--- src/rtl/bdq_pkg.sv ---
`timescale 1ns / 1ps
`default_nettype none
// ----------------------------------------------------------------------------
// Byte deque package
// Widths, codes and the result record shared by the deque modules.
// ----------------------------------------------------------------------------
package bdq_pkg;

	localparam int DEPTH    = 64;
	localparam int IDX_W    = $clog2(DEPTH);
	localparam int MODE_W   = 2;
	localparam int LEN_W    = 7;
	localparam int BYTE_W   = 8;
	localparam int STATUS_W = 2;
	localparam int FILL_W   = 7;

	// Output buffer between the store and the result channel.
	localparam int FIFO_DEPTH = 3;
	localparam int FIFO_PTR_W = $clog2(FIFO_DEPTH);
	localparam int FIFO_CNT_W = $clog2(FIFO_DEPTH + 1);

	localparam logic [MODE_W-1:0] MODE_PUSH_HEAD = 2'd0;
	localparam logic [MODE_W-1:0] MODE_PUSH_TAIL = 2'd1;
	localparam logic [MODE_W-1:0] MODE_POP_HEAD  = 2'd2;
	localparam logic [MODE_W-1:0] MODE_POP_TAIL  = 2'd3;

	localparam logic [STATUS_W-1:0] ST_BYTE     = 2'd0;
	localparam logic [STATUS_W-1:0] ST_PUSH_OK  = 2'd1;
	localparam logic [STATUS_W-1:0] ST_PUSH_REJ = 2'd2;
	localparam logic [STATUS_W-1:0] ST_EMPTY    = 2'd3;

	typedef struct packed {
		logic [BYTE_W-1:0]   out_byte;
		logic [STATUS_W-1:0] status;
		logic                end_of_run;
		logic [FILL_W-1:0]   fill_level;
	} res_t;

endpackage
`default_nettype wire

--- src/rtl/bdq_cmd_if.sv ---
`timescale 1ns / 1ps
`default_nettype none
// ----------------------------------------------------------------------------
// Byte deque command channel
// Valid/ready channel carrying one push byte or one pop request per transaction.
// ----------------------------------------------------------------------------
interface bdq_cmd_if import bdq_pkg::*; ();
	logic              valid;
	logic              ready;
	logic [MODE_W-1:0] mode;
	logic [LEN_W-1:0]  req_length;
	logic [BYTE_W-1:0] data_byte;
	logic              last_byte;

	modport source (output valid, output mode, output req_length, output data_byte,
		output last_byte, input ready);
	modport sink (input valid, input mode, input req_length, input data_byte,
		input last_byte, output ready);
endinterface
`default_nettype wire

--- src/rtl/bdq_res_if.sv ---
`timescale 1ns / 1ps
`default_nettype none
// ----------------------------------------------------------------------------
// Byte deque result channel
// Valid/ready channel carrying one popped byte or one status per transaction.
// ----------------------------------------------------------------------------
interface bdq_res_if import bdq_pkg::*; ();
	logic                valid;
	logic                ready;
	logic [BYTE_W-1:0]   out_byte;
	logic [STATUS_W-1:0] status;
	logic                end_of_run;
	logic [FILL_W-1:0]   fill_level;

	modport source (output valid, output out_byte, output status, output end_of_run,
		output fill_level, input ready);
	modport sink (input valid, input out_byte, input status, input end_of_run,
		input fill_level, output ready);
endinterface
`default_nettype wire

--- src/rtl/bdq_ctrl.sv ---
`timescale 1ns / 1ps
`default_nettype none
// ----------------------------------------------------------------------------
// Byte deque controller
// Holds the byte store, the head/tail indices and the fill count, writes
// pushed bytes and walks the store one byte per cycle on a pop unless stalled.
// ----------------------------------------------------------------------------
module bdq_ctrl import bdq_pkg::*; (
	input  wire logic                  clk,
	input  wire logic                  arst_n,
	bdq_cmd_if.sink                    cmd,
	input  wire logic [FIFO_CNT_W-1:0] level,
	output logic                       res_valid,
	output res_t                       res_data
);

	localparam int SUM_W = IDX_W + 2;
	localparam int SPC_W = FIFO_CNT_W + 1;

	typedef enum logic [2:0] {
		S_IDLE = 3'b001,
		S_PUSH = 3'b010,
		S_POP  = 3'b100
	} state_t;

	function automatic logic [IDX_W-1:0] wrap_add(input logic [IDX_W-1:0] idx,
		input logic [FILL_W-1:0] amt);
		logic [SUM_W-1:0] sum;
		begin
			sum = SUM_W'(idx) + SUM_W'(amt);
			if (sum >= SUM_W'(DEPTH)) begin
				sum = sum - SUM_W'(DEPTH);
			end
			return sum[IDX_W-1:0];
		end
	endfunction

	function automatic logic [IDX_W-1:0] wrap_sub(input logic [IDX_W-1:0] idx,
		input logic [FILL_W-1:0] amt);
		logic [SUM_W-1:0] sum;
		begin
			sum = SUM_W'(idx) + SUM_W'(DEPTH) - SUM_W'(amt);
			if (sum >= SUM_W'(DEPTH)) begin
				sum = sum - SUM_W'(DEPTH);
			end
			return sum[IDX_W-1:0];
		end
	endfunction

	function automatic logic [IDX_W-1:0] wrap_inc(input logic [IDX_W-1:0] idx);
		begin
			return (idx == IDX_W'(DEPTH - 1)) ? '0 : idx + 1'b1;
		end
	endfunction

	logic [BYTE_W-1:0] mem [DEPTH];

	state_t            state_q, state_d;
	logic [IDX_W-1:0]  head_q, head_d, tail_q, tail_d;
	logic [FILL_W-1:0] fill_q, fill_d;
	logic              acc_q, acc_d;
	logic [IDX_W-1:0]  ptr_q, ptr_d;
	logic [LEN_W-1:0]  rem_q, rem_d;
	logic [IDX_W-1:0]  pop_addr_q, pop_addr_d;
	logic [FILL_W-1:0] pop_left_q, pop_left_d;
	logic [FILL_W-1:0] pop_fill_q, pop_fill_d;

	logic              s1_valid_s1, s1_valid_d;
	res_t              res_s1, res_d;
	logic [BYTE_W-1:0] rd_data_s1;

	logic              space_ok, accept, fits, rd_en, wr_en;
	logic [IDX_W-1:0]  wr_addr;
	logic [FILL_W-1:0] pop_n;

	// A new result may be launched only if the buffer can still hold it
	// once the one already in flight has landed.
	assign space_ok  = (SPC_W'(level) + SPC_W'(s1_valid_s1)) < SPC_W'(FIFO_DEPTH);
	assign cmd.ready = space_ok && (state_q != S_POP);
	assign accept    = cmd.valid && cmd.ready;
	assign fits      = ((FILL_W + 1)'(fill_q) + (FILL_W + 1)'(cmd.req_length))
		<= (FILL_W + 1)'(DEPTH);
	assign pop_n     = (fill_q < cmd.req_length) ? fill_q : cmd.req_length;

	always_comb begin
		state_d    = state_q;
		head_d     = head_q;
		tail_d     = tail_q;
		fill_d     = fill_q;
		acc_d      = acc_q;
		ptr_d      = ptr_q;
		rem_d      = rem_q;
		pop_addr_d = pop_addr_q;
		pop_left_d = pop_left_q;
		pop_fill_d = pop_fill_q;
		s1_valid_d = 1'b0;
		res_d      = '0;
		rd_en      = 1'b0;
		wr_en      = 1'b0;
		wr_addr    = ptr_q;
		unique case (state_q)
			S_IDLE, S_PUSH: begin
				if (accept) begin
					if (state_q == S_IDLE && cmd.mode[1]) begin
						if (pop_n == '0) begin
							s1_valid_d       = 1'b1;
							res_d.status     = ST_EMPTY;
							res_d.end_of_run = 1'b1;
							res_d.fill_level = fill_q;
						end else begin
							if (cmd.mode == MODE_POP_HEAD) begin
								pop_addr_d = head_q;
								head_d     = wrap_add(head_q, pop_n);
							end else begin
								tail_d     = wrap_sub(tail_q, pop_n);
								pop_addr_d = tail_d;
							end
							fill_d     = fill_q - pop_n;
							pop_left_d = pop_n;
							pop_fill_d = fill_q;
							state_d    = S_POP;
						end
					end else begin
						// The first transaction of a push reserves the space.
						if (state_q == S_IDLE) begin
							acc_d = fits;
							rem_d = '0;
							if (fits) begin
								if (cmd.mode == MODE_PUSH_HEAD) begin
									head_d = wrap_sub(head_q, cmd.req_length);
									ptr_d  = head_d;
								end else begin
									ptr_d  = tail_q;
									tail_d = wrap_add(tail_q, cmd.req_length);
								end
								fill_d = fill_q + cmd.req_length;
								rem_d  = cmd.req_length;
							end
						end
						if (acc_d && rem_d != '0) begin
							wr_en   = 1'b1;
							wr_addr = ptr_d;
							ptr_d   = wrap_inc(ptr_d);
							rem_d   = rem_d - 1'b1;
						end
						if (cmd.last_byte) begin
							s1_valid_d       = 1'b1;
							res_d.status     = acc_d ? ST_PUSH_OK : ST_PUSH_REJ;
							res_d.end_of_run = 1'b1;
							res_d.fill_level = fill_d;
							rem_d            = '0;
							state_d          = S_IDLE;
						end else begin
							state_d = S_PUSH;
						end
					end
				end
			end
			S_POP: begin
				if (space_ok) begin
					rd_en            = 1'b1;
					s1_valid_d       = 1'b1;
					res_d.status     = ST_BYTE;
					res_d.end_of_run = (pop_left_q == FILL_W'(1));
					res_d.fill_level = pop_fill_q - 1'b1;
					pop_fill_d       = pop_fill_q - 1'b1;
					pop_left_d       = pop_left_q - 1'b1;
					pop_addr_d       = wrap_inc(pop_addr_q);
					if (pop_left_q == FILL_W'(1)) begin
						state_d = S_IDLE;
					end
				end
			end
			default: begin
				state_d = S_IDLE;
			end
		endcase
	end

	always_ff @(posedge clk or negedge arst_n) begin
		if (!arst_n) begin
			state_q     <= S_IDLE;
			head_q      <= '0;
			tail_q      <= '0;
			fill_q      <= '0;
			acc_q       <= 1'b0;
			ptr_q       <= '0;
			rem_q       <= '0;
			pop_addr_q  <= '0;
			pop_left_q  <= '0;
			pop_fill_q  <= '0;
			s1_valid_s1 <= 1'b0;
		end else begin
			state_q     <= state_d;
			head_q      <= head_d;
			tail_q      <= tail_d;
			fill_q      <= fill_d;
			acc_q       <= acc_d;
			ptr_q       <= ptr_d;
			rem_q       <= rem_d;
			pop_addr_q  <= pop_addr_d;
			pop_left_q  <= pop_left_d;
			pop_fill_q  <= pop_fill_d;
			s1_valid_s1 <= s1_valid_d;
		end
	end

	always_ff @(posedge clk) begin
		res_s1 <= res_d;
	end

	always_ff @(posedge clk) begin
		if (wr_en) begin
			mem[wr_addr] <= cmd.data_byte;
		end
		if (rd_en) begin
			rd_data_s1 <= mem[pop_addr_q];
		end
	end

	always_comb begin
		res_data = res_s1;
		res_data.out_byte = (res_s1.status == ST_BYTE) ? rd_data_s1 : '0;
	end
	assign res_valid = s1_valid_s1;

endmodule
`default_nettype wire

--- src/rtl/bdq_out_fifo.sv ---
`timescale 1ns / 1ps
`default_nettype none
// ----------------------------------------------------------------------------
// Byte deque result buffer
// Small register FIFO that holds results while the receiver stalls.
// ----------------------------------------------------------------------------
module bdq_out_fifo import bdq_pkg::*; (
	input  wire logic                  clk,
	input  wire logic                  arst_n,
	input  wire logic                  wr_valid,
	input  wire res_t                  wr_data,
	output logic [FIFO_CNT_W-1:0]      level,
	bdq_res_if.source                  result
);

	res_t                  slot_q [FIFO_DEPTH];
	logic [FIFO_PTR_W-1:0] wr_ptr_q, rd_ptr_q;
	logic [FIFO_CNT_W-1:0] count_q;
	logic                  deq;
	res_t                  head;

	function automatic logic [FIFO_PTR_W-1:0] ptr_inc(input logic [FIFO_PTR_W-1:0] p);
		begin
			return (p == FIFO_PTR_W'(FIFO_DEPTH - 1)) ? '0 : p + 1'b1;
		end
	endfunction

	assign head              = slot_q[rd_ptr_q];
	assign result.valid      = (count_q != '0);
	assign result.out_byte   = head.out_byte;
	assign result.status     = head.status;
	assign result.end_of_run = head.end_of_run;
	assign result.fill_level = head.fill_level;
	assign deq               = result.valid && result.ready;
	assign level             = count_q;

	always_ff @(posedge clk or negedge arst_n) begin
		if (!arst_n) begin
			wr_ptr_q <= '0;
			rd_ptr_q <= '0;
			count_q  <= '0;
		end else begin
			if (wr_valid) begin
				wr_ptr_q <= ptr_inc(wr_ptr_q);
			end
			if (deq) begin
				rd_ptr_q <= ptr_inc(rd_ptr_q);
			end
			count_q <= count_q + FIFO_CNT_W'(wr_valid) - FIFO_CNT_W'(deq);
		end
	end

	always_ff @(posedge clk) begin
		if (wr_valid) begin
			slot_q[wr_ptr_q] <= wr_data;
		end
	end

endmodule
`default_nettype wire

--- src/rtl/byte_deque_ring_buffer.sv ---
`timescale 1ns / 1ps
`default_nettype none
// ----------------------------------------------------------------------------
// Byte deque ring buffer
// A deque of up to DEPTH bytes kept in a circular store.
//
// The cmd channel takes one transaction per pushed byte; the first byte of a
// push carries the total length, and the push is taken whole or dropped whole.
// A pop is one transaction asking for up to req_length bytes from the head or
// the tail. The result channel gives one status after the last byte of a push,
// one transaction per popped byte, or one empty status.
// Pushes run at one byte per cycle while the result buffer has room. A push
// status passes the result register and then that buffer. A pop holds cmd
// until its last byte is read; its bytes pass the read register and buffer
// at one byte a cycle while there is room, paced by the single read port.
// Reset empties the deque at once; no clearing pass is needed. When the
// receiver stalls, a three-entry result buffer fills and then cmd.ready and
// the pop walk stop until room is made.
// ----------------------------------------------------------------------------
module byte_deque_ring_buffer import bdq_pkg::*; (
	input  wire logic  clk,
	input  wire logic  arst_n,
	bdq_cmd_if.sink    cmd,
	bdq_res_if.source  result
);

	logic                  res_valid;
	res_t                  res_data;
	logic [FIFO_CNT_W-1:0] level;

	bdq_ctrl u_ctrl (
		.clk       (clk),
		.arst_n    (arst_n),
		.cmd       (cmd),
		.level     (level),
		.res_valid (res_valid),
		.res_data  (res_data)
	);

	bdq_out_fifo u_out_fifo (
		.clk      (clk),
		.arst_n   (arst_n),
		.wr_valid (res_valid),
		.wr_data  (res_data),
		.level    (level),
		.result   (result)
	);

	// A full buffer must never be written unless a transaction leaves in the same cycle.
	a_no_overflow: assert property (@(posedge clk) disable iff (!arst_n)
		(res_valid && level == FIFO_CNT_W'(FIFO_DEPTH)) |-> result.ready)
		else $error("result buffer overflow");

	// With the buffer full no new command may be taken.
	a_full_stalls: assert property (@(posedge clk) disable iff (!arst_n)
		(level == FIFO_CNT_W'(FIFO_DEPTH)) |-> !cmd.ready)
		else $error("command taken while result buffer full");

	// Reported fill never exceeds the store size.
	a_fill_range: assert property (@(posedge clk) disable iff (!arst_n)
		result.valid |-> (result.fill_level <= FILL_W'(DEPTH)))
		else $error("fill level beyond depth");

endmodule
`default_nettype wire

--- src/flat_wrapper.sv ---
// flat-port wrapper written by rule: the top's interface ports become plain ports
module byte_deque_ring_buffer_flat import bdq_pkg::*;
  (clk, arst_n, cmd_valid, cmd_mode, cmd_req_length, cmd_data_byte, cmd_last_byte, cmd_ready, result_valid, result_out_byte, result_status, result_end_of_run, result_fill_level, result_ready);
  bdq_cmd_if cmd_i ();
  bdq_res_if result_i ();
  input  wire logic clk;
  input  wire logic arst_n;
  input wire logic [$bits(cmd_i.valid)-1:0] cmd_valid;
  input wire logic [$bits(cmd_i.mode)-1:0] cmd_mode;
  input wire logic [$bits(cmd_i.req_length)-1:0] cmd_req_length;
  input wire logic [$bits(cmd_i.data_byte)-1:0] cmd_data_byte;
  input wire logic [$bits(cmd_i.last_byte)-1:0] cmd_last_byte;
  output wire logic [$bits(cmd_i.ready)-1:0] cmd_ready;
  output wire logic [$bits(result_i.valid)-1:0] result_valid;
  output wire logic [$bits(result_i.out_byte)-1:0] result_out_byte;
  output wire logic [$bits(result_i.status)-1:0] result_status;
  output wire logic [$bits(result_i.end_of_run)-1:0] result_end_of_run;
  output wire logic [$bits(result_i.fill_level)-1:0] result_fill_level;
  input wire logic [$bits(result_i.ready)-1:0] result_ready;
  assign cmd_i.valid = cmd_valid;
  assign cmd_i.mode = cmd_mode;
  assign cmd_i.req_length = cmd_req_length;
  assign cmd_i.data_byte = cmd_data_byte;
  assign cmd_i.last_byte = cmd_last_byte;
  assign cmd_ready = cmd_i.ready;
  assign result_valid = result_i.valid;
  assign result_out_byte = result_i.out_byte;
  assign result_status = result_i.status;
  assign result_end_of_run = result_i.end_of_run;
  assign result_fill_level = result_i.fill_level;
  assign result_i.ready = result_ready;
  byte_deque_ring_buffer u_core (.clk(clk), .arst_n(arst_n), .cmd(cmd_i), .result(result_i));
endmodule
--- config.mk ---
export PLATFORM = sky130hd
export DESIGN_NAME = byte_deque_ring_buffer_flat
export DESIGN_NICKNAME = d
export VERILOG_FILES = /design/src/rtl/bdq_pkg.sv /design/src/rtl/bdq_cmd_if.sv /design/src/rtl/bdq_res_if.sv /design/src/rtl/bdq_ctrl.sv /design/src/rtl/bdq_out_fifo.sv /design/src/rtl/byte_deque_ring_buffer.sv /design/src/flat_wrapper.sv
export SDC_FILE = /design/constraint.sdc
export NUM_CORES = 1
export LEC_CHECK = 0
export BUFFER_PORTS_ARGS = -buffer_cell sky130_fd_sc_hd__buf_2
export CELL_PAD_IN_SITES_DETAIL_PLACEMENT = 1
export CELL_PAD_IN_SITES_GLOBAL_PLACEMENT = 1
export CORE_MARGIN = 1
export CORE_UTILIZATION = 57
export DETAILED_ROUTE_END_ITERATION = 10
export GPL_ROUTABILITY_DRIVEN = 0
export PLACE_DENSITY = 0.9
export SYNTH_ARGS = -nofsm -noshare
export SYNTH_HDL_FRONTEND = slang
export SYNTH_SLANG_ARGS = --single-unit
--- constraint.sdc ---
create_clock -name clk -period 11.16 [get_ports clk]
set_input_delay 2.79 -clock clk [delete_from_list [all_inputs] [get_ports clk]]
set_output_delay 2.79 -clock clk [all_outputs]
set_load 0.005 [all_outputs]
### Word level (Yosys, flattened, before mapping)

Memories as Yosys holds them, arrays and structs flattened. A register that Yosys moved wholly into a read port is not among the register bits.
Index checks and enable logic that the tools add are counted.

| word-level totals | value |
|---|---|
| flip-flop bits (word level) | 73 |
| output and inout bits | 20 |
| input port bits | 22 |
| memories | 2 |
| word-level logic and storage cells | 184 |
| RAM bits | 566 |

Memory list:

| memory | words | width | rd ports | clocked after memory_dff | write ports | RTL line | text |
|---|---|---|---|---|---|---|---|
| u_core.u_ctrl.mem | 64 | 8 | 1 | 1 | 1 | bdq_ctrl.sv:56 | `logic [BYTE_W-1:0] mem [DEPTH];` |
| u_core.u_out_fifo.slot_q | 3 | 18 | 1 | 0 | 1 | bdq_out_fifo.sv:16 | `res_t slot_q [FIFO_DEPTH];` |

| operators by class | value |
|---|---|
| bitwise gates (word level) | 1 |
| multiplexer cells | 93 |
| order comparisons | 7 |
| equal/unequal tests | 20 |
| add/sub/neg operators | 23 |
| reductions and logical operators | 21 |

Operators by type and width:

| operator | count |
|---|---|
| 6-bit 2-to-1 mux | 34 |
| 7-bit 2-to-1 mux | 20 |
| 10-bit 2-to-1 mux | 4 |
| 8-bit by 7-bit >= comparator with 1-bit output (second input constant) | 4 |
| 7-bit one-hot mux with 2 select lines | 2 |
| 6-bit by 1-bit subtractor with 6-bit output (second input constant) | 4 |
| 7-bit by 1-bit subtractor with 7-bit output (second input constant) | 3 |
| 10-bit one-hot mux with 2 select lines | 1 |
| 1-bit 2-to-1 mux | 18 |
| 6-bit by 7-bit adder with 8-bit output | 2 |
| 6-bit by 7-bit adder with 8-bit output (second input constant) | 2 |
| 8-bit 2-to-1 mux | 2 |
| 2-bit != test (second input constant) | 8 |
| 8-bit by 7-bit subtractor with 8-bit output | 2 |
| 3-bit 2-to-1 mux | 5 |
| 7-bit AND reduction | 2 |
| 6-bit by 1-bit adder with 6-bit output (second input constant) | 2 |
| 6-bit == test (second input constant) | 2 |
| 6-bit one-hot mux with 2 select lines | 1 |
| 2-bit nonzero test | 5 |
| 7-bit by 7-bit adder with 8-bit output | 1 |
| 8-bit by 7-bit <= comparator with 1-bit output (second input constant) | 1 |
| 2-bit 2-to-1 mux | 4 |
| 7-bit adder | 1 |
| other kinds (25) | 35 |

### Logic depth before layout (Yosys ltp)

Gate-level depths: netlist (run 1).

| logic depth | value |
|---|---|
| depth after elaboration | 15 |
| depth in mapped cells | 18 |
| mapped depth without buffers | 18 |

### Modules after synthesis

From an unflattened synthesis (run 1), not the netlist that was laid out.

| unflattened totals | value |
|---|---|
| cell total of the unflattened synthesis | 1,694 |
| area total of the unflattened synthesis | 28,373.5 um2 |

Modules (own cells, without submodules):

| module | cells an instance | sequential area each (um2) | instances | area each (um2) |
|---|---|---|---|---|
| bdq_ctrl | 1,555 | 17,242.8 | 1 | 26,067.5 |
| bdq_out_fifo | 139 | 1,771.7 | 1 | 2,306.0 |

### Worst setup path before layout (run 1)

Ideal clock, no wire load.

| timing path | value |
|---|---|
| path kind | input port to flip-flop |
| start point | input port cmd_req_length[0] |
| end point | memory u_core.u_ctrl.mem[57][0], enable pin |
| data arrival time | 7.083 ns |
| setup time | 0.395 ns |
| data required time | 10.765 ns |
| path slack | 3.682 ns |
| path buffers | 4 |
| cell stages on the path | 18 |
| cells stage by stage | ha_1 > fa_1 > nor2b_1 > o311a_1 > a211oi_1 > a41oi_2 > nor2_2 > buf_2 > buf_2 > a22oi_1 > ha_1 > a31oi_1 > a31o_2 > and2_1 > buf_2 > buf_4 > nand2_1 > nor4_1 |

| between the ends | value |
|---|---|
| longest elaborated chain between the ends | 15 |
| elaborated cells on any way between the ends | 33 |
| classes of those cells | add/sub: 3; order compare: 2; mux: 26; reduce/logical: 2 |

RTL lines:

| element | RTL line | text |
|---|---|---|
| start, declared | flat_wrapper.sv:10 | `input wire logic [$bits(cmd_i.req_length)-1:0] cmd_req_length;` |
| 7-bit by 7-bit adder with 8-bit output | bdq_ctrl.sv:81 | `assign fits = ((FILL_W + 1)'(fill_q) + (FILL_W + 1)'(cmd.req_length))` |
| 8-bit by 7-bit <= comparator with 1-bit output | bdq_ctrl.sv:82 | `<= (FILL_W + 1)'(DEPTH);` |
| 7-bit 2-to-1 mux | bdq_ctrl.sv:128 | `if (fits) begin` |
| 7-bit 2-to-1 mux | bdq_ctrl.sv:125 | `if (state_q == S_IDLE) begin` |
| 7-bit 2-to-1 mux | bdq_ctrl.sv:104 | `if (state_q == S_IDLE && cmd.mode[1]) begin` |
| 7-bit 2-to-1 mux | bdq_ctrl.sv:103 | `if (accept) begin` |
| 7-bit 2-to-1 mux | bdq_ctrl.sv:101 | `unique case (state_q)` |
| 7-bit nonzero test | bdq_ctrl.sv:140 | `if (acc_d && rem_d != '0) begin` |
| 1-bit logical AND | bdq_ctrl.sv:140 |  |
| 1-bit 2-to-1 mux | bdq_ctrl.sv:140 |  |
| 1-bit 2-to-1 mux | bdq_ctrl.sv:104 |  |
| 1-bit 2-to-1 mux | bdq_ctrl.sv:103 |  |
| 1-bit 2-to-1 mux | bdq_ctrl.sv:101 |  |
| 1-bit 2-to-1 mux | bdq_ctrl.sv:213 | `if (wr_en) begin` |
| 1-bit 2-to-1 mux (not written as such) | bdq_ctrl.sv:214 | `mem[wr_addr] <= cmd.data_byte;` |
| end, declared | bdq_ctrl.sv:56 |  |

Several ways; a longest one is shown, not always the timed one. The select of a mux whose other input is x is not followed.

### Final worst setup path (run 1)

| timing path | value |
|---|---|
| start point | input port cmd_req_length[0] |
| end point | memory u_core.u_ctrl.mem[28][2], enable pin |

Same word-level chain as after synthesis.

==> key figures, run 1 <==
Run status
  – Outcome: complete, but fails checks
  – Failing checks: max-capacitance violations, max-slew violations

Power
  – Reg power frac: 0.361
  – Combinational share of power: 0.379
  – Int Power: 5.51 mW
  – Clock power share: 0.260
  – Switching Fraction: 0.369
  – PwrDens: 279 nW/um^2
  – Leak: 10.5 nW
  – Sw Pwr: 3.22 mW
  – Max VDD drop: 0.161 mV

Timing
  – Final Skew: 0.0445 ns
  – Crit path time final: 8.64 ns
  – Slew Limit Fails: 4
  – Hold_ws: 0.462 ns
  – Worst-margin pin slew: 1.51 ns
  – Unrepaired setup endpoints after global routing: no
  – Slew headroom: -0.0236
  – # setup viols final: 0
  – Period utilisation layout: 0.774
  – FMAX: 116 MHz
  – Final Hold Fails: 0
  – Setup TNS: 0 ns

Critical path
  – Worst-path fanout max: 17
  – FF-to-FF path depth: 14
  – R2R setup slack: 4.34 ns
  – Startpoint type of the worst setup path: input port
  – CP required: 11.42 ns
  – R2R Path End: u_core.u_ctrl.mem[28][2]
  – CP Capture Type: register
  – Critical path class: input port to register
  – Reg2reg start: u_core.u_ctrl.fill_q[0]
  – CP arrival: 8.90 ns

Finish
  – # fillers: 4252
  – Final net count: 1811
  – Non-Filler Cell Area, Final: 31300 sq um
  – Layout cell share with drive strength beyond 1: 0.214
  – Number of diodes: 0
  – Synthesis-to-layout area growth: 11.2%

Detailed routing
  – Post-DRT Antenna Nets: 0
  – Wire per inst: 33.6 um
  – Drt total wl: 82200 um
  – Total number of vias: 16900
  – Detailed Routing Iterations Pass 1: 6
  – # DRC: 0
  – DRT iter0 DRCs: 2212
  – Vias per inst: 6.89

Synth
  – Netlist cell types: 84
  – Yosys reg bits: 647
  – Seq/Total Area, Yosys: 0.675
  – Syn. warnings: 0
  – Most common flop cell mapped by yosys: edfxtp_1
  – Cells after Synth: 1676
  – Post-synthesis net count: 1754
  – Asr flop ratio synth: 0.0974
  – EDFF count, synth: 574
  – Syn_area_per_cell: 16.8 sq um
  – Area of the mapped netlist: 28200 sq um

Worst hold path
  – Min-delay worst type: register to register
  – Hold Crit Depth: 0
  – Origin of the worst min-delay path: u_core.u_ctrl.res_data[6]
  – Hold Path Sink: u_core.u_out_fifo.slot_q[2][6]

Die
  – Row Count: 81
  – Die width: 224 um
  – Die area: 50300 sq um
  – Number of primary I/O pins: 42
  – Core area: 48800 sq um
  – Starting Density: 0.576
  – Chip Height: 224 um

Placement
  – Detailed placer's ending HPWL: 50500 um
  – Placed Area: 29200 sq um
  – IO buf count: 41

Global routing
  – Initial antenna violation count: 2
  – First-pass GRT wire length: 122000 um
  – All-Layer GR Usage: 0.339
  – Largest net degree at the start of global routing: 97
  – Gr ovfl total: 0
  – Vias in the first global route: 17400

CTS
  – Clk Latency, worst-skew pair: 0.66 ns
  – H-Tree Depth: 2
  – Total CTS buffers: 60
  – Clock slew seen by the registers of the worst setup and hold paths: 0.07 ns
  – Post-CTS sizing: 0
  – Post-CTS Hold Buffers: 0
  – CTS sink cnt: 647
  – Postcts setup bufs: 0
  – Clock buffer depth: 3
  – Clock tree root driver cell: clkbuf_16
  – CTS tree: built

Job
  – Max cap viols: 1
-- cells in the mapped netlist (14+ instances only) --
library cell / n / area [sq um]
buf_1: 15 / 56.3
dfrtp_1: 62 / 1550
clkbuf_1: 52 / 195
ha_1: 50 / 626
nor3_1: 24 / 120
a21oi_1: 55 / 275
mux4_2: 168 / 3780
mux2i_1: 35 / 350
inv_1: 42 / 158
nor2_1: 120 / 450
and2_1: 14 / 87.6
a21o_1: 17 / 128
xnor2_1: 28 / 245
nand3_1: 17 / 85.1
o21ai_0: 72 / 360
edfxtp_1: 574 / 17200
nand2_1: 100 / 375
-- power by group through the flow --
stage | Combinational [mW] | Sequential, mW | Clock (mW)
final | 3.31 | 3.15 | 2.27
after global routing | 3.48 | 3.17 | 2.35
after CTS | 3.25 | 3.14 | 2.28
after detailed placement | 3.14 | 3.18 | 0
after global placement | 2.98 | 3.15 | 0
after floorplan | 2.26 | 2.98 | 0
-- placed cells by master, fill, tap and decap left out, types with 42 or more instances in the layout --
cell type	instances
nand2_1	100
clkbuf_16	61
nor2_1	120
ha_1	50
o21ai_0	72
mux4_2	168
a21oi_1	55
inv_1	42
dfrtp_1	59
edfxtp_1	574
-- final cells by class --
type	count	area, sq um	share of cell area
clock inverters	42	572	0.0183
inverters	43	161	0.00515
clock buffers	71	1560	0.0500
flip-flops and latches	647	19000	0.608
multi-input cells	910	8720	0.279
well taps	664	831	0.0265
repair buffers	71	435	0.0139
-- routing by layer --
layer  up-vias  track usage  routed length, um
met4         4        0.142               3760
met1      8698        0.457              30600
met2      1145        0.557              40700
met5         -            0                 27
met3       230       0.0517               7150
li1       6789            -                  -
-- how the worst max path moves through the flow --
stage	from	endpoint	cells past startpoint
after floorplan	cmd_req_length[0]	u_core.u_ctrl.mem[57][0]	18
after global placement	cmd_req_length[0]	u_core.u_ctrl.mem[12][1]	15
after detailed placement	cmd_req_length[0]	u_core.u_ctrl.mem[42][0]	15
after CTS	cmd_req_length[0]	u_core.u_ctrl.mem[0][2]	15
after global routing	cmd_req_length[0]	u_core.u_ctrl.mem[42][4]	15
final	cmd_req_length[0]	u_core.u_ctrl.mem[28][2]	15
-- sequential cells by signal, summed over array words and instances (netlist names) --
register and count:
u_core.u_ctrl.acc_q 1, u_core.u_ctrl.fill_q 7, u_core.u_ctrl.head_q 6, u_core.u_ctrl.mem 512, u_core.u_ctrl.pop_addr_q 6, u_core.u_ctrl.pop_fill_q 7
u_core.u_ctrl.pop_left_q 7, u_core.u_ctrl.ptr_q 6, u_core.u_ctrl.rd_data_s1 8, u_core.u_ctrl.rem_q 7, u_core.u_ctrl.res_data 10, u_core.u_ctrl.res_valid 1
u_core.u_ctrl.state_q 3, u_core.u_ctrl.tail_q 6, u_core.u_out_fifo.level 2, u_core.u_out_fifo.rd_ptr_q 2, u_core.u_out_fifo.slot_q 54, u_core.u_out_fifo.wr_ptr_q 2
-- logic make-up (layout without fill, tap and decap cells) --
kind of cell,after synthesis,after routing,synth area share
compound gates,245,245,0.0577
xor+xnor,40,40,0.0129
fa+ha+maj,56,56,0.0265
buf+inv,119,227,0.0166
flops,647,647,0.675
mux,216,216,0.152
simple gates,353,353,0.0588
-- through the flow --
stage	utilization	power (mW)	instances	setup WS, ns
detailed placement	0.597	6.32	2335	2.17
CTS	0.641	8.68	2448	2.69
floorplan	-	5.24	1676	3.68
global route	0.641	8.99	2448	2.28
global placement	0.597	6.14	2335	2.67
finish	0.641	8.73	2448	2.52
-- critical path: stages --
cell      delay [ns]
buf_2           0.18
ha_1            0.25
fa_1            0.42
nor2b_1         0.18
o311a_1         0.30
a211oi_1        0.53
a41oi_2         0.22
nor2_2          0.45
a22oi_1         0.23
ha_1            0.34
a31oi_1         0.21
a31o_2          0.41
and2_1          0.82
nand3b_1        0.65
nor2_1          0.89
Power figures use the tool's default switching activity.
==> run 2, diff against run 1 <==
--- a/config.mk
+++ b/config.mk
@@ -9,10 +9,10 @@
 export CELL_PAD_IN_SITES_DETAIL_PLACEMENT = 1
 export CELL_PAD_IN_SITES_GLOBAL_PLACEMENT = 1
 export CORE_MARGIN = 1
-export CORE_UTILIZATION = 57
+export CORE_UTILIZATION = 49
 export DETAILED_ROUTE_END_ITERATION = 10
 export GPL_ROUTABILITY_DRIVEN = 0
-export PLACE_DENSITY = 0.9
+export PLACE_DENSITY = 0.83
 export SYNTH_ARGS = -nofsm -noshare
 export SYNTH_HDL_FRONTEND = slang
 export SYNTH_SLANG_ARGS = --single-unit
==> constraint.sdc (replaced) <==
create_clock -name clk -period 7 [get_ports clk]
set_input_delay 1.75 -clock clk [delete_from_list [all_inputs] [get_ports clk]]
set_output_delay 1.75 -clock clk [all_outputs]
set_load 0.005 [all_outputs]
==> key figures, run 2 (synthesis gave the netlist of run 1 again) <==
Detailed routing
  – # DRC: 0 (unchanged)
  – Detailed Routing Iterations Pass 1: 8 (was 6)
  – Drt total wl: 74800 um (was 82200 um)
  – Total number of vias: 16500 (was 16900)
  – DRT iter0 DRCs: 1912 (was 2212)
  – Vias per inst: 6.40 (was 6.89)
  – Post-DRT Antenna Nets: 0 (unchanged)
  – Wire per inst: 29.0 um (was 33.6 um)

Worst hold path
  – Min-delay worst type: register to register (unchanged)

Timing
  – Worst-margin pin slew: 1.20 ns (was 1.51 ns)
  – Final Hold Fails: 0 (unchanged)
  – # setup viols final: 0 (unchanged)
  – Slew Limit Fails: 0 (was 4)
  – Crit path time final: 6.55 ns
  – Period utilisation layout: 0.935
  – Unrepaired setup endpoints after global routing: no (unchanged)
  – Slew headroom: 0.195 (was -0.0236)
  – Final Skew: 0.0204 ns (was 0.0445 ns)
  – FMAX: 153 MHz
  – PnR worst setup slack: 0.452 ns (was 2.52 ns)

CTS
  – CTS sink cnt: 647 (unchanged)
  – Total CTS buffers: 68 (was 60)
  – Clock slew seen by the registers of the worst setup and hold paths: 0.06 ns (was 0.07 ns)
  – Clock buffer depth: 3 (unchanged)
  – Post-CTS sizing: 0 (unchanged)
  – Postcts setup bufs: 0 (unchanged)
  – CTS tree: built (unchanged)
  – Clk Latency, worst-skew pair: 0.61 ns (was 0.66 ns)
  – Post-CTS Hold Buffers: 0 (unchanged)
  – Clock tree root driver cell: clkbuf_16 (unchanged)
  – H-Tree Depth: 3 (was 2)

Power
  – Max VDD drop: 0.236 mV (was 0.161 mV)
  – Leak: 10.7 nW (was 10.5 nW)
  – Pwr Total: 13.7 mW (was 8.73 mW)
  – PwrDens: 431 nW/um^2 (was 279 nW/um^2)

Critical path
  – CP max stage delay: 0.71 ns (was 0.89 ns)
  – Crit path buffers/inverters: 3 (was 1)
  – Top delay family on crit path: compound AO/OA/AOI/OAI gates (was simple AND/OR/NAND/NOR gates)
  – Worst-path fanout max: 14 (was 17)
  – Cells along the critical path: buf_2 > ha_1 > fa_1 > nor2b_1 > o31ai_2 > a211oi_1 > buf_4 > a41oi_2 > nor2_2 > a22oi_1 > ha_1 > a31oi_1 > a31o_2 > buf_4 > a2111oi_0 > a41oi_2 > nor2_1 (was buf_2 > ha_1 > fa_1 > nor2b_1 > o311a_1 > a211oi_1 > a41oi_2 > nor2_2 > a22oi_1 > ha_1 > a31oi_1 > a31o_2 > and2_1 > nand3b_1 > nor2_1)
  – CP Capture Type: register (unchanged)
  – Critical path class: input port to register (unchanged)
  – CP arrival: 6.78 ns (was 8.90 ns)
  – Slowest CP cell: nor2_1 (unchanged)
  – CP required: 7.23 ns (was 11.42 ns)
  – Startpoint type of the worst setup path: input port (unchanged)

Global routing
  – GRT Max-Usage Layer: met2 (unchanged)
  – Met2 usage: 0.431 (was 0.557)
  – Met3 Resource Use GR: 0.0448 (was 0.0517)
  – All-Layer GR Usage: 0.260 (was 0.339)
  – First-pass GRT wire length: 113000 um (was 122000 um)
  – Initial antenna violation count: 0 (was 2)
  – Vias in the first global route: 17200 (was 17400)
  – Largest net degree at the start of global routing: 77 (was 97)
  – GR Util met1: 0.350 (was 0.457)
  – Gr ovfl total: 0 (unchanged)

Placement
  – Place WS: -0.0262 ns (was 2.17 ns)
  – Detailed placer's ending HPWL: 47200 um (was 50500 um)
  – IO buf count: 41 (unchanged)
  – Placed instance count: 2457 (was 2335)
  – Placed Area: 29500 sq um (was 29200 sq um)

Finish
  – Final cell count without fillers: 2577 (was 2448)
  – Number of diodes: 0 (unchanged)
  – Final net count: 1849 (was 1811)
  – # fillers: 5179 (was 4252)
  – Max reg flops: 512 (unchanged)
  – Non-Filler Cell Area, Final: 31700 sq um (was 31300 sq um)
  – Biggest register: u_core.u_ctrl.mem (unchanged)
  – Most frequent cells in the layout: 574 x edfxtp_1, 168 x mux4_2, 120 x nor2_1 (unchanged)
  – Synthesis-to-layout area growth: 12.6% (was 11.2%)
  – Most common cell after layout, fill and taps aside: edfxtp_1 (unchanged)
  – Layout cell share with drive strength beyond 1: 0.230 (was 0.214)
  – Final core utilization: 0.560 (was 0.641)

Die
  – Row Count: 87 (was 81)
  – Starting Density: 0.497 (was 0.576)
  – Number of primary I/O pins: 42 (unchanged)
  – Die area: 58400 sq um (was 50300 sq um)
  – Die width: 242 um (was 224 um)
  – Core area: 56600 sq um (was 48800 sq um)
  – Chip Height: 242 um (was 224 um)

Job
  – Max cap viols: 0 (was 1)

Run status
  – Outcome: finished clean (was complete, but fails checks)
-- run 2: cell types whose count changed in the layout (fill, tap and decap cells not counted), moves of 2 or more --
cell        delta
buf_4         +27
clkbuf_16     +10
bufinv_16      -8
clkinvlp_4     +3
buf_2          +2
clkbuf_8       +2
clkinv_1       +2
inv_6          -2
-- run 2: worst reg2reg max path: cells and delay by family (launching register included) --
kind	cells	cell delay [ns]
buffers and inverters	1	0.21
adders and majority gates	2	0.74
AOI/OAI and AO/OA	8	2.79
and+or+nand+nor	3	1.00
DFF	1	0.67
-- run 2: area by class of cell --
type	count	area, sq um	share of cell area
inverters	43	161	0.00509
multi-input cells	910	8720	0.275
flip-flops and latches	647	19000	0.600
well taps	756	946	0.0298
repair buffers	101	668	0.0211
clock buffers	82	1840	0.0580
clock inverters	38	353	0.0111
-- run 2: metrics by stage --
stage | TNS [ns] | hold WS, ns
after detailed placement | -0.246 | 0.449
after floorplan | 0 | 0.421
after CTS | 0 | 0.454
after global routing | 0 | 0.467
final | 0 | 0.456
after global placement | 0 | 0.430
-- run 2: path summary, 6_finish.rpt --
path	startpoint	to	slack (ns)	cells past startpoint
hold reg to reg	u_core.u_ctrl.res_data[0]	u_core.u_out_fifo.slot_q[2][0]	0.46	0
min in group asynchronous	arst_n	u_core.u_ctrl.fill_q[4]	1.34	2
setup reg to reg	u_core.u_ctrl.fill_q[2]	u_core.u_ctrl.mem[22][5]	1.23	14
hold / removal	u_core.u_ctrl.res_data[0]	u_core.u_out_fifo.slot_q[2][0]	0.46	0
setup / recovery	cmd_req_length[0]	u_core.u_ctrl.mem[22][5]	0.45	17
max in group asynchronous	arst_n	u_core.u_ctrl.pop_addr_q[1]	4.92	2
-- run 2: routing by layer --
metal / routed length (um) / vias up
met5: 0 / -
met4: 2490 / 0
met2: 37500 / 846
met1: 29100 / 8630
met3: 5710 / 163
li1: - / 6858
-- run 2: power breakdown --
part	internal (mW)	switching (mW)
clock network	2.10	1.50
registers	4.52	0.519
logic	2.18	2.87
==> run 3, diff against run 2 <==
--- a/config.mk
+++ b/config.mk
@@ -9,10 +9,10 @@
 export CELL_PAD_IN_SITES_DETAIL_PLACEMENT = 1
 export CELL_PAD_IN_SITES_GLOBAL_PLACEMENT = 1
 export CORE_MARGIN = 1
-export CORE_UTILIZATION = 49
+export CORE_UTILIZATION = 40
 export DETAILED_ROUTE_END_ITERATION = 10
 export GPL_ROUTABILITY_DRIVEN = 0
-export PLACE_DENSITY = 0.83
+export PLACE_DENSITY = 0.71
 export SYNTH_ARGS = -nofsm -noshare
 export SYNTH_HDL_FRONTEND = slang
 export SYNTH_SLANG_ARGS = --single-unit
==> key figures, run 3 (synthesis gave the netlist of run 1 again) <==
CTS
  – Post-CTS sizing: 0 (unchanged)
  – Postcts setup bufs: 0 (unchanged)
  – CTS sink cnt: 647 (unchanged)
  – Clock slew seen by the registers of the worst setup and hold paths: 0.06 ns (about the same)
  – CTS tree: built (unchanged)
  – Post-CTS Hold Buffers: 0 (unchanged)
  – H-Tree Depth: 3 (unchanged)
  – Clock tree root driver cell: clkbuf_16 (unchanged)
  – Clk Latency, worst-skew pair: 0.63 ns (was 0.61 ns)
  – Clock buffer depth: 3 (unchanged)
  – Total CTS buffers: 70 (was 68)

Die
  – Die area: 71500 sq um (was 58400 sq um)
  – Starting Density: 0.408 (was 0.497)
  – Die width: 267 um (was 242 um)
  – Core area: 69100 sq um (was 56600 sq um)
  – Chip Height: 267 um (was 242 um)
  – Number of primary I/O pins: 42 (unchanged)
  – Row Count: 96 (was 87)

Critical path
  – Crit path buffers/inverters: 3 (unchanged)
  – Slowest CP cell: nor2_1 (unchanged)
  – Critical path class: input port to register (unchanged)
  – CP Capture Type: register (unchanged)
  – FF-to-FF path depth: 14 (unchanged)
  – Top delay family on crit path: compound AO/OA/AOI/OAI gates (unchanged)
  – CP arrival: 6.52 ns (was 6.78 ns)
  – R2R setup slack: 1.49 ns (was 1.23 ns)
  – CP required: 7.24 ns (was 7.23 ns)
  – Cells along the critical path: buf_2 > inv_1 > ha_1 > nand2b_1 > a2111oi_2 > o21ai_1 > a41oi_2 > nor2_2 > a22oi_1 > ha_1 > a31oi_1 > a31o_2 > buf_4 > a2111oi_0 > a41oi_2 > nor2_1 (was buf_2 > ha_1 > fa_1 > nor2b_1 > o31ai_2 > a211oi_1 > buf_4 > a41oi_2 > nor2_2 > a22oi_1 > ha_1 > a31oi_1 > a31o_2 > buf_4 > a2111oi_0 > a41oi_2 > nor2_1)
  – R2R Path End: u_core.u_ctrl.mem[21][4] (was u_core.u_ctrl.mem[22][5])
  – Reg2reg start: u_core.u_ctrl.fill_q[2] (unchanged)
  – Worst-path fanout max: 14 (unchanged)
  – CP max stage delay: 0.73 ns (was 0.71 ns)
  – Startpoint type of the worst setup path: input port (unchanged)

Timing
  – Final Skew: 0.0369 ns (was 0.0204 ns)
  – FMAX: 159 MHz (was 153 MHz)
  – # setup viols final: 0 (unchanged)
  – Final Hold Fails: 0 (unchanged)
  – Slew headroom: 0.220 (was 0.195)
  – Period utilisation layout: 0.898 (was 0.935)
  – Setup TNS: 0 ns (unchanged)
  – Crit path time final: 6.29 ns (was 6.55 ns)
  – Slew Limit Fails: 0 (unchanged)
  – Worst-margin pin slew: 1.15 ns (was 1.20 ns)
  – Unrepaired setup endpoints after global routing: no (unchanged)

Detailed routing
  – # DRC: 0 (unchanged)
  – Detailed Routing Iterations Pass 1: 5 (was 8)
  – Vias per inst: 5.74 (was 6.40)
  – Post-DRT Antenna Nets: 0 (unchanged)
  – Drt total wl: 71300 um (was 74800 um)
  – DRT iter0 DRCs: 1352 (was 1912)
  – Total number of vias: 15900 (was 16500)
  – Wire per inst: 25.8 um (was 29.0 um)

Global routing
  – Largest net degree at the start of global routing: 65 (was 77)
  – Vias in the first global route: 16600 (was 17200)
  – First-pass GRT wire length: 108000 um (was 113000 um)
  – All-Layer GR Usage: 0.203 (was 0.260)
  – Gr ovfl total: 0 (unchanged)
  – Initial antenna violation count: 1 (was 0)

Finish
  – Final net count: 1857 (was 1849)
  – Final cell count without fillers: 2762 (was 2577)
  – Number of diodes: 0 (unchanged)
  – Most frequent cells in the layout: 574 x edfxtp_1, 168 x mux4_2, 120 x nor2_1 (unchanged)
  – Most common cell after layout, fill and taps aside: edfxtp_1 (unchanged)
  – Max reg flops: 512 (unchanged)
  – Non-Filler Cell Area, Final: 32000 sq um (was 31700 sq um)
  – Synthesis-to-layout area growth: 13.8% (was 12.6%)
  – Layout cell share with drive strength beyond 1: 0.230 (about the same)
  – Biggest register: u_core.u_ctrl.mem (unchanged)

Power
  – PwrDens: 429 nW/um^2 (was 431 nW/um^2)
  – Max VDD drop: 0.227 mV (was 0.236 mV)
  – Leak: 10.8 nW (was 10.7 nW)

Placement
  – Placed instance count: 2638 (was 2457)
  – Detailed placer's ending HPWL: 46400 um (was 47200 um)
  – IO buf count: 41 (unchanged)
  – Placed Area: 29800 sq um (was 29500 sq um)

Worst hold path
  – Min-delay worst type: register to register (unchanged)
  – Hold Crit Depth: 0 (unchanged)
  – Origin of the worst min-delay path: u_core.u_ctrl.res_data[7] (was u_core.u_ctrl.res_data[0])
  – Hold Path Sink: u_core.u_out_fifo.slot_q[0][7] (was u_core.u_out_fifo.slot_q[2][0])

Job
  – Max cap viols: 0 (unchanged)

Run status
  – Outcome: finished clean (unchanged)
-- run 3: metrics by stage --
stage               worst slack (ns)   util  power, mW  hold slack [ns]
global route                   0.441  0.464       14.4            0.469
finish                         0.714  0.464       13.7            0.456
detailed placement             0.174  0.431       10.1            0.442
global placement               0.352  0.431       9.94            0.433
CTS                            0.800  0.464       13.8            0.456
floorplan                      0.562      -       8.35            0.421
-- run 3: area by class of cell --
type,instances,area (sq um)
sequential,647,19000
inverter,43,161
clock inverter,39,409
fill,6638,37000
tap,931,1160
clock buffer,85,1860
timing repair buffer,107,701
multi-input combinational,910,8720
-- run 3: how the worst max path moves through the flow --
stage                                 start                        to  cells past startpoint
after global routing      cmd_req_length[1]  u_core.u_ctrl.mem[21][4]                     16
after floorplan           cmd_req_length[0]  u_core.u_ctrl.mem[57][0]                     18
after CTS                 cmd_req_length[1]  u_core.u_ctrl.mem[21][4]                     16
final                     cmd_req_length[1]  u_core.u_ctrl.mem[21][4]                     16
after global placement    cmd_req_length[1]  u_core.u_ctrl.mem[20][1]                     16
after detailed placement  cmd_req_length[1]  u_core.u_ctrl.mem[21][2]                     16
-- run 3: routing by layer --
layer,vias to the layer above,global-route usage,share of wire
li1,6883,-,-
met5,-,0,0.00018
met4,2,0.0746,0.030
met2,566,0.330,0.49
met1,8296,0.277,0.42
met3,119,0.0324,0.060
-- run 3: power breakdown --
| part | switching (mW) | internal (mW) |
|---|---|---|
| Sequential | 0.443 | 4.52 |
| Combinational | 2.94 | 2.16 |
| Clock | 1.54 | 2.13 |
